## src/rtl/core/ppsch_pkg.sv

```systemverilog
// Shared types and codes for the preemptive priority scheduler.
// No dependencies; imported by every module of the block.
package ppsch_pkg;

  // Request operation codes.
  localparam logic OP_ARRIVE = 1'b0;
  localparam logic OP_TICK   = 1'b1;

  // Result kind codes.
  localparam logic [1:0] KIND_ACCEPT = 2'd0;
  localparam logic [1:0] KIND_RUN    = 2'd1;
  localparam logic [1:0] KIND_IDLE   = 2'd2;
  localparam logic [1:0] KIND_REJECT = 2'd3;

  typedef enum logic [2:0] {
    ST_IDLE,
    ST_SCAN,
    ST_DRAIN,
    ST_UPDATE,
    ST_REPORT
  } state_t;

  // One table entry apart from its pid, whose width is a parameter.
  typedef struct packed {
    logic [15:0] remaining;
    logic [15:0] burst;
    logic [7:0]  priority_lvl;
    logic [31:0] arrival;
    logic        started;
    logic [31:0] first_start;
  } entry_t;

  // Commands from the controller to the datapath.
  typedef struct packed {
    logic load;
    logic rd_en;
    logic update;
    logic report;
  } ctl_cmd_t;

  // Status from the datapath to the controller.
  typedef struct packed {
    logic scan_last;
  } dp_sts_t;

endpackage

```

## src/rtl/core/ppsch_ctrl.sv

```systemverilog
// Scheduler sequencing state machine: accept, table scan, drain, update, report.
// Depends on ppsch_pkg for the state type and the command/status structs.
module ppsch_ctrl import ppsch_pkg::*; (
  input  logic     clk,
  input  logic     rst_n,
  input  logic     start,
  input  dp_sts_t  sts,
  output ctl_cmd_t cmd,
  output logic     busy
);

  state_t state_r, state_nxt;

  always_ff @(posedge clk) begin
    if (!rst_n) begin
      state_r <= ST_IDLE;
    end else begin
      state_r <= state_nxt;
    end
  end

  always_comb begin
    state_nxt = state_r;
    case (state_r)
      ST_IDLE: begin
        if (start) state_nxt = ST_SCAN;
      end
      ST_SCAN: begin
        if (sts.scan_last) state_nxt = ST_DRAIN;
      end
      ST_DRAIN:  state_nxt = ST_UPDATE;
      ST_UPDATE: state_nxt = ST_REPORT;
      ST_REPORT: state_nxt = ST_IDLE;
      default:   state_nxt = ST_IDLE;
    endcase
  end

  always_comb begin
    cmd = '0;
    case (state_r)
      ST_IDLE:   cmd.load   = start;
      ST_SCAN:   cmd.rd_en  = 1'b1;
      ST_DRAIN:  cmd        = '0;
      ST_UPDATE: cmd.update = 1'b1;
      ST_REPORT: cmd.report = 1'b1;
      default:   cmd        = '0;
    endcase
  end

  assign busy = (state_r != ST_IDLE);

endmodule

```

## src/rtl/core/ppsch_dp.sv

```systemverilog
// Scheduler datapath: entry table memory, valid bits, scan compare, clock and results.
// Depends on ppsch_pkg; driven by ppsch_ctrl through ctl_cmd_t.
module ppsch_dp import ppsch_pkg::*; #(
  parameter int SLOTS    = 16,
  parameter int PID_BITS = 8
) (
  input  logic        clk,
  input  logic        rst_n,
  input  ctl_cmd_t    cmd,
  output dp_sts_t     sts,
  input  logic        in_op,
  input  logic [7:0]  in_pid,
  input  logic [15:0] in_burst,
  input  logic [7:0]  in_priority_req,
  output logic        out_valid,
  output logic [1:0]  out_kind,
  output logic [7:0]  out_run_pid,
  output logic        out_finished,
  output logic [31:0] out_now,
  output logic [31:0] out_turnaround,
  output logic [31:0] out_waiting,
  output logic [31:0] out_response
);

  localparam int IDX_W = $clog2(SLOTS);
  localparam logic [IDX_W-1:0] LAST_IDX = IDX_W'(SLOTS - 1);

  // Table storage.
  entry_t              mem_ent [SLOTS];
  logic [PID_BITS-1:0] mem_pid [SLOTS];
  logic [SLOTS-1:0]    valid_r;

  // Latched request.
  logic                op_r;
  logic [PID_BITS-1:0] pid_r;
  logic [15:0]         burst_r;
  logic [7:0]          prio_r;

  // Scan pipeline.
  logic [IDX_W-1:0]    cnt_r;
  logic                cmp_vld_r;
  logic                cmp_live_r;
  logic [IDX_W-1:0]    cmp_idx_r;
  entry_t              rd_ent_r;
  logic [PID_BITS-1:0] rd_pid_r;

  // Scan outcome.
  logic                best_found_r;
  logic [IDX_W-1:0]    best_idx_r;
  entry_t              best_ent_r;
  logic [PID_BITS-1:0] best_pid_r;
  logic                free_found_r;
  logic [IDX_W-1:0]    free_idx_r;

  // Clock; now_p1_r always holds clock_r + 1.
  logic [31:0]         clock_r;
  logic [31:0]         now_p1_r;

  // Update-stage results.
  logic [1:0]          kind_r;
  logic [PID_BITS-1:0] run_pid_r;
  logic                fin_r;
  logic [31:0]         ta_r;
  logic [31:0]         rt_r;
  logic [15:0]         fin_burst_r;

  // Output registers.
  logic                out_valid_r;
  logic [1:0]          out_kind_r;
  logic [7:0]          out_run_pid_r;
  logic                out_finished_r;
  logic [31:0]         out_now_r;
  logic [31:0]         out_turnaround_r;
  logic [31:0]         out_waiting_r;
  logic [31:0]         out_response_r;

  logic [PID_BITS+7:0] in_pid_ext;
  logic [PID_BITS+7:0] run_pid_ext;
  logic                cand_better;
  logic                sel_fin;
  entry_t              upd_ent;
  entry_t              new_ent;
  logic                wr_en;
  logic [IDX_W-1:0]    wr_idx;
  entry_t              wr_ent;
  logic [PID_BITS-1:0] wr_pid;

  assign sts.scan_last = (cnt_r == LAST_IDX);

  // Pid is kept to PID_BITS bits in the table and shown as 8 bits at the ports.
  assign in_pid_ext  = {{PID_BITS{1'b0}}, in_pid};
  assign run_pid_ext = {8'h00, run_pid_r};

  // A later slot replaces the current best only when strictly better.
  always_comb begin
    if (rd_ent_r.priority_lvl != best_ent_r.priority_lvl) begin
      cand_better = rd_ent_r.priority_lvl < best_ent_r.priority_lvl;
    end else if (rd_ent_r.remaining != best_ent_r.remaining) begin
      cand_better = rd_ent_r.remaining < best_ent_r.remaining;
    end else if (rd_ent_r.arrival != best_ent_r.arrival) begin
      cand_better = rd_ent_r.arrival < best_ent_r.arrival;
    end else begin
      cand_better = rd_pid_r < best_pid_r;
    end
  end

  assign sel_fin = (best_ent_r.remaining <= 16'd1);

  always_comb begin
    upd_ent         = best_ent_r;
    upd_ent.started = 1'b1;
    if (!best_ent_r.started) upd_ent.first_start = clock_r;
    upd_ent.remaining = sel_fin ? 16'd0 : best_ent_r.remaining - 16'd1;
  end

  always_comb begin
    new_ent.remaining    = burst_r;
    new_ent.burst        = burst_r;
    new_ent.priority_lvl = prio_r;
    new_ent.arrival      = clock_r;
    new_ent.started      = 1'b0;
    new_ent.first_start  = '0;
  end

  always_comb begin
    if (op_r == OP_ARRIVE) begin
      wr_en  = cmd.update && free_found_r;
      wr_idx = free_idx_r;
      wr_ent = new_ent;
      wr_pid = pid_r;
    end else begin
      wr_en  = cmd.update && best_found_r;
      wr_idx = best_idx_r;
      wr_ent = upd_ent;
      wr_pid = best_pid_r;
    end
  end

  // Table memory: one write port, one registered read port.
  always_ff @(posedge clk) begin
    if (wr_en) begin
      mem_ent[wr_idx] <= wr_ent;
      mem_pid[wr_idx] <= wr_pid;
    end
    if (cmd.rd_en) begin
      rd_ent_r <= mem_ent[cnt_r];
      rd_pid_r <= mem_pid[cnt_r];
    end
  end

  always_ff @(posedge clk) begin
    if (cmd.load) begin
      op_r    <= in_op;
      pid_r   <= in_pid_ext[PID_BITS-1:0];
      burst_r <= in_burst;
      prio_r  <= in_priority_req;
    end
    if (cmd.rd_en) begin
      cmp_idx_r <= cnt_r;
    end
    if (cmp_vld_r && cmp_live_r && (!best_found_r || cand_better)) begin
      best_idx_r <= cmp_idx_r;
      best_ent_r <= rd_ent_r;
      best_pid_r <= rd_pid_r;
    end
    if (cmp_vld_r && !cmp_live_r && !free_found_r) begin
      free_idx_r <= cmp_idx_r;
    end
    if (cmd.update) begin
      fin_r       <= 1'b0;
      ta_r        <= '0;
      rt_r        <= '0;
      fin_burst_r <= best_ent_r.burst;
      if (op_r == OP_ARRIVE) begin
        kind_r    <= free_found_r ? KIND_ACCEPT : KIND_REJECT;
        run_pid_r <= pid_r;
      end else if (best_found_r) begin
        kind_r    <= KIND_RUN;
        run_pid_r <= best_pid_r;
        if (sel_fin) begin
          fin_r <= 1'b1;
          ta_r  <= now_p1_r - best_ent_r.arrival;
          rt_r  <= upd_ent.first_start - best_ent_r.arrival;
        end
      end else begin
        kind_r    <= KIND_IDLE;
        run_pid_r <= '0;
      end
    end
    if (cmd.report) begin
      out_kind_r       <= kind_r;
      out_run_pid_r    <= run_pid_ext[7:0];
      out_finished_r   <= fin_r;
      out_now_r        <= clock_r;
      out_turnaround_r <= ta_r;
      out_waiting_r    <= fin_r ? ta_r - {16'h0000, fin_burst_r} : 32'd0;
      out_response_r   <= rt_r;
    end
  end

  always_ff @(posedge clk) begin
    if (!rst_n) begin
      valid_r      <= '0;
      cnt_r        <= '0;
      cmp_vld_r    <= 1'b0;
      cmp_live_r   <= 1'b0;
      best_found_r <= 1'b0;
      free_found_r <= 1'b0;
      clock_r      <= '0;
      now_p1_r     <= 32'd1;
      out_valid_r  <= 1'b0;
    end else begin
      cmp_vld_r   <= cmd.rd_en;
      cmp_live_r  <= valid_r[cnt_r];
      out_valid_r <= cmd.report;
      if (cmd.load) begin
        cnt_r        <= '0;
        best_found_r <= 1'b0;
        free_found_r <= 1'b0;
      end else if (cmd.rd_en) begin
        cnt_r <= cnt_r + IDX_W'(1);
      end
      if (cmp_vld_r && cmp_live_r) best_found_r <= 1'b1;
      if (cmp_vld_r && !cmp_live_r) free_found_r <= 1'b1;
      if (cmd.update) begin
        if (op_r == OP_ARRIVE) begin
          if (free_found_r) valid_r[free_idx_r] <= 1'b1;
        end else begin
          clock_r  <= now_p1_r;
          now_p1_r <= now_p1_r + 32'd1;
          if (best_found_r && sel_fin) valid_r[best_idx_r] <= 1'b0;
        end
      end
    end
  end

  assign out_valid      = out_valid_r;
  assign out_kind       = out_kind_r;
  assign out_run_pid    = out_run_pid_r;
  assign out_finished   = out_finished_r;
  assign out_now        = out_now_r;
  assign out_turnaround = out_turnaround_r;
  assign out_waiting    = out_waiting_r;
  assign out_response   = out_response_r;

endmodule

```

## src/rtl/core/preemptive_priority_scheduler.sv

```systemverilog
// Top level of the preemptive priority scheduler.
// Depends on ppsch_pkg, ppsch_ctrl and ppsch_dp.
//
//   Channel   Ports                                        Handshake
//   request   in_op, in_pid, in_burst, in_priority_req     start & !busy
//   result    out_kind, out_run_pid, out_finished,         out_valid, one cycle
//             out_now, out_turnaround, out_waiting,
//             out_response
//
// Each request is handled in order: it is latched on accept, then the table is
// read slot by slot through its single read port, followed by drain, update
// and report states; the result strobe is registered from the report state.
// Synchronous active-low reset empties the table and zeroes the clock at once.
// Results cannot be stalled; busy holds off requests while one is in flight.
module preemptive_priority_scheduler import ppsch_pkg::*; #(
  parameter int SLOTS    = 16,
  parameter int PID_BITS = 8
) (
  input  logic        clk,
  input  logic        rst_n,
  input  logic        start,
  output logic        busy,
  input  logic        in_op,
  input  logic [7:0]  in_pid,
  input  logic [15:0] in_burst,
  input  logic [7:0]  in_priority_req,
  output logic        out_valid,
  output logic [1:0]  out_kind,
  output logic [7:0]  out_run_pid,
  output logic        out_finished,
  output logic [31:0] out_now,
  output logic [31:0] out_turnaround,
  output logic [31:0] out_waiting,
  output logic [31:0] out_response
);

  ctl_cmd_t cmd;
  dp_sts_t  sts;

  ppsch_ctrl u_ctrl (
    .clk   (clk),
    .rst_n (rst_n),
    .start (start),
    .sts   (sts),
    .cmd   (cmd),
    .busy  (busy)
  );

  ppsch_dp #(
    .SLOTS    (SLOTS),
    .PID_BITS (PID_BITS)
  ) u_dp (
    .clk             (clk),
    .rst_n           (rst_n),
    .cmd             (cmd),
    .sts             (sts),
    .in_op           (in_op),
    .in_pid          (in_pid),
    .in_burst        (in_burst),
    .in_priority_req (in_priority_req),
    .out_valid       (out_valid),
    .out_kind        (out_kind),
    .out_run_pid     (out_run_pid),
    .out_finished    (out_finished),
    .out_now         (out_now),
    .out_turnaround  (out_turnaround),
    .out_waiting     (out_waiting),
    .out_response    (out_response)
  );

  // The result strobe is a single-cycle pulse.
  a_strobe_pulse: assert property (@(posedge clk) disable iff (!rst_n)
    out_valid |=> !out_valid)
    else $error("result strobe held for more than one cycle");

  // An accepted request keeps the block busy in the following cycle.
  a_accept_busy: assert property (@(posedge clk) disable iff (!rst_n)
    (start && !busy) |=> (busy && !out_valid))
    else $error("request accepted but block not busy");

  // Only a tick that ran a process may report completion.
  a_fin_kind: assert property (@(posedge clk) disable iff (!rst_n)
    (out_valid && out_finished) |-> (out_kind == KIND_RUN))
    else $error("completion reported on a non-run result");

  // Timing figures are zero unless a process completed.
  a_fin_zero: assert property (@(posedge clk) disable iff (!rst_n)
    (out_valid && !out_finished) |->
      (out_turnaround == 32'd0 && out_waiting == 32'd0 && out_response == 32'd0))
    else $error("timing figures nonzero without completion");

endmodule

```

## config.mk

```make
export PLATFORM = sky130hd
export DESIGN_NAME = preemptive_priority_scheduler
export DESIGN_NICKNAME = d
export VERILOG_FILES = /design/src/rtl/core/ppsch_pkg.sv /design/src/rtl/core/ppsch_ctrl.sv /design/src/rtl/core/ppsch_dp.sv /design/src/rtl/core/preemptive_priority_scheduler.sv
export SDC_FILE = /design/constraint.sdc
export NUM_CORES = 2
export LEC_CHECK = 0
export ABC_AREA = 1
export BUFFER_PORTS_ARGS = -buffer_cell sky130_fd_sc_hd__buf_4
export CAP_MARGIN = 20
export CORE_ASPECT_RATIO = 1.2
export CORE_MARGIN = 3
export CORE_UTILIZATION = 30
export DETAILED_ROUTE_END_ITERATION = 12
export PLACE_DENSITY_LB_ADDON = 0.3
export SLEW_MARGIN = 25
export SYNTH_ARGS = -nofsm -noshare
export SYNTH_HDL_FRONTEND = slang
export SYNTH_SLANG_ARGS = --single-unit
```

## constraint.sdc

```tcl
create_clock -name clk -period 20 [get_ports clk]
set_input_delay 2 -clock clk [delete_from_list [all_inputs] [get_ports clk]]
set_output_delay 2 -clock clk [all_outputs]
set_load 0.005 [all_outputs]
```

==> metrics.csv <==
metric,value,unit
CP Depth,10,
worst IR drop on VDD,0.0735,mV
CORE AREA,325000,um2
DRT antenna net count,0,
DP HPWL,169000,um
# hold bufs at CTS,0,
WHS,0.417,ns
Max Cap Violations,0,
Clock Tree Buf Depth,4,
CP endpoint,u_dp.mem_ent[12][64],
Die ar.,334000,um2
PD cells,95.3,nW/um2
crit path cell chain,inv_4 > nor2_1 > inv_1 > nand2_1 > nor2_1 > nand3_1 > nor2_4 > buf_4 > buf_4 > buf_4,
Critical Path RT,20.50,ns
Slew Limit Fails,0,
PortBufs,176,
Post-route DRC,0,
startpoint of the worst register-to-register path,u_dp.op_r,
Final nets,7959,
Worst Setup Start Kind,flop,
root buffer cell,clkbuf_16,
adder and majority gate portion of the synthesized area,0.0191,
period utilization,0.277,
clk_skew,0.0952,ns
total track usage,0.166,
ratio of cells with drive above 1 in the final layout,0.0956,
syn nets,7775,
worst min path class,reg -> reg,
Synth Area in Simple Gates,0.104,
clk_lat worst skew,0.92,ns
Yosys warnings,0,
Tmin final,5.54,ns
Std-Cell Rows,229,
Area Overhead vs Synth,14.5,%
Synth Flop Type,edfxtp_1,
post-CTS sizing,0,
Synth Area in Compound Gates,0.0983,
largest family of logic cells by synthesized area,simple AND/OR/NAND/NOR gates,
XOR/XNOR share of the synthesized area,0.00330,
number of CTS-inserted buffers,237,
postcts setup bufs,0,
drt initial violations,5767,
dpl cell area,105000,um2
reg2reg path depth,10,
GP Congestion,0.943,
"EDFF count, synth",2309,
CTS H-tree depth,4,
CP top delay family,buffers and inverters,
# setup viols final,0,
Avg Synthesized Cell Area,12.9,um2
Buf/Inv on CP,5,
via count,62700,
crit path max-delay cell type,buf_4,
worst reg-to-reg setup slack,14.46,ns
Final Hold Viols,0,
final instance area,112000,um2
Max Freq,180,MHz
cell area after synthesis,98100,um2
width of the chip,528,um
Worst Path Max Fanout,53,
Slowest Stage Delay on Critical Path,0.77,ns
outcome,"complete, no violations",
Slew HR,0.269,
fraction of registers with async set/reset,0,
global-route wire length before repair,417000,um
Starting Density,0.302,
Synth top area share,0.707,
Worst Tran Pin Value,1.10,ns
chip height,632,um
Yosys top cell by area,edfxtp_1,
Setup CP Type,reg -> reg,
Vias/cell,5.12,
number of global-route vias before repair,60900,
routed wire length,288000,um
clk sinks,2401,
mux cell area share after synthesis,0.0200,
initial antenna violation count,21,
filler cell count,31600,
Mapped Cells,7591,
CP most frequent cell,buf_4,
CTS tree,done,
Critical Path AT,6.05,ns
drt pass-1 iters,6,
Fin Setup TNS,0,ns
wire per inst,23.5,um
static leakage,36.9,nW
CP endpoint kind,flop,
RR Endpoint,u_dp.mem_ent[12][64],
#FFs+latches synth,2401,
Synth cell types,51,
largest net degree at the start of global routing,219,
io pins,177,
top post-synthesis cells by area,"edfxtp_1 71%, nor2_1 4.8%, o21ai_0 3.4%",
Critical Path Source,u_dp.op_r,
fraction of the yosys area taken by sequential cells,0.726,
global route overflow,0,
setup repair after global routing missed its margin,false,
"CTS clk-pin slew, worst paths",0.06,ns
==> worst register-to-register path: cells and delay by family (launching register included) <==
kind                   cells  cell delay, ns
flip-flops                 1            0.67
buffers and inverters      5            3.10
AND/OR/NAND/NOR            5            1.35
==> cells in the mapped netlist (all sizes together), types with 16 or more instances <==
library cell / instances
edfxtp: 2309
nand2: 901
a21oi: 307
o221ai: 194
o32ai: 261
xor2: 32
dfxtp: 92
nand3: 290
buf: 127
ha: 145
o21ai: 672
o211ai: 35
nand4: 18
nor2: 1266
o21a: 25
nor3: 46
a21o: 16
inv: 318
mux2i: 196
clkbuf: 277
==> power breakdown <==
part / total (mW) / internal, mW / switching [mW]
Combinational: 0.707 / 0.196 / 0.511
Sequential: 5.68 / 5.63 / 0.0532
Clock: 4.31 / 2.42 / 1.89
Total: 10.7 / 8.24 / 2.46
==> stage by stage <==
step | cells | util | setup slack [ns] | total power, mW
2_1_floorplan | 7591 | - | 9.34 | 6.22
3_3_place_gp | 11800 | 0.322 | 14.47 | 6.48
3_5_place_dp | 11800 | 0.322 | 14.43 | 6.50
4_1_cts | 12200 | 0.345 | 14.41 | 10.8
5_1_grt | 12200 | 0.345 | 14.17 | 11.1
6_report | 12200 | 0.346 | 14.46 | 10.7
==> layout by cell type, fill, tap and decap left out, types with 16 or more instances in the layout <==
cell type  instances
dfxtp_1           89
clkinv_1          40
a21oi_2           20
nor2_4            21
clkbuf_1          62
a21oi_1          286
o21a_1            25
ha_1             145
clkinv_2          41
nor3_1            41
nand3_1          287
nand2_1          895
mux2i_1          196
xor2_1            32
buf_4            334
edfxtp_1        2309
nor2_1          1239
o211ai_1          35
nand4_1           18
o32ai_1          261
bufinv_16         17
inv_1            309
o221ai_1         194
o21ai_0          664
a21o_1            16
clkbuf_16        239
==> state kept, by name (all words and copies together) (netlist names), 16 cells and up <==
signal,flops
u_dp.valid_r,16
u_dp.best_ent_r,105
u_dp.now_p1_r,32
u_dp.out_turnaround,32
u_dp.mem_ent,1680
u_dp.out_now,32
u_dp.rd_ent_r,105
u_dp.mem_pid,128
u_dp.ta_r,32
u_dp.out_waiting,32
u_dp.fin_burst_r,16
u_dp.out_response,32
u_dp.rt_r,32
u_dp.burst_r,16
u_dp.clock_r,32
==> metal layers <==
metal / vias up / GRT usage / part of all wire
met3: 463 / 0.0218 / 0.060
met4: 12 / 0.0539 / 0.032
met5: - / 0 / 0.00024
met2: 2166 / 0.278 / 0.48
li1: 28400 / - / -
met1: 31700 / 0.223 / 0.43
==> worst min path at each step <==
stage,startpoint,end,cells after the start
floorplan,u_dp.rd_ent_r[0],u_dp.best_ent_r[0],0
global placement,u_dp.rd_ent_r[75],u_dp.best_ent_r[75],0
detailed placement,u_dp.rt_r[13],u_dp.out_response[13],0
CTS,u_dp.rt_r[9],u_dp.out_response[9],0
global route,u_dp.rd_ent_r[83],u_dp.best_ent_r[83],0
finish,u_dp.rt_r[14],u_dp.out_response[14],0
==> area by class of cell <==
type | count | area, um2 | area share
Timing Repair Buffer | 349 | 2800 | 0.0249
Clock buffer | 303 | 6240 | 0.0556
Clock inverter | 124 | 1140 | 0.0102
Sequential cell | 2401 | 71200 | 0.634
Antenna cell | 13 | 32.5 | 0.000290
Inverter | 322 | 1230 | 0.0110
Multi-Input combinational cell | 4464 | 24300 | 0.216
Tap cell | 4273 | 5350 | 0.0476
==> logic make-up after synthesis <==
logic type,count (synthesis)
flops,2401
buf+inv,726
mux,196
xor+xnor,37
fa+ha+maj,148
simple gates,2549
compound gates,1534
Note: power is estimated with default switching activity, not from simulation.
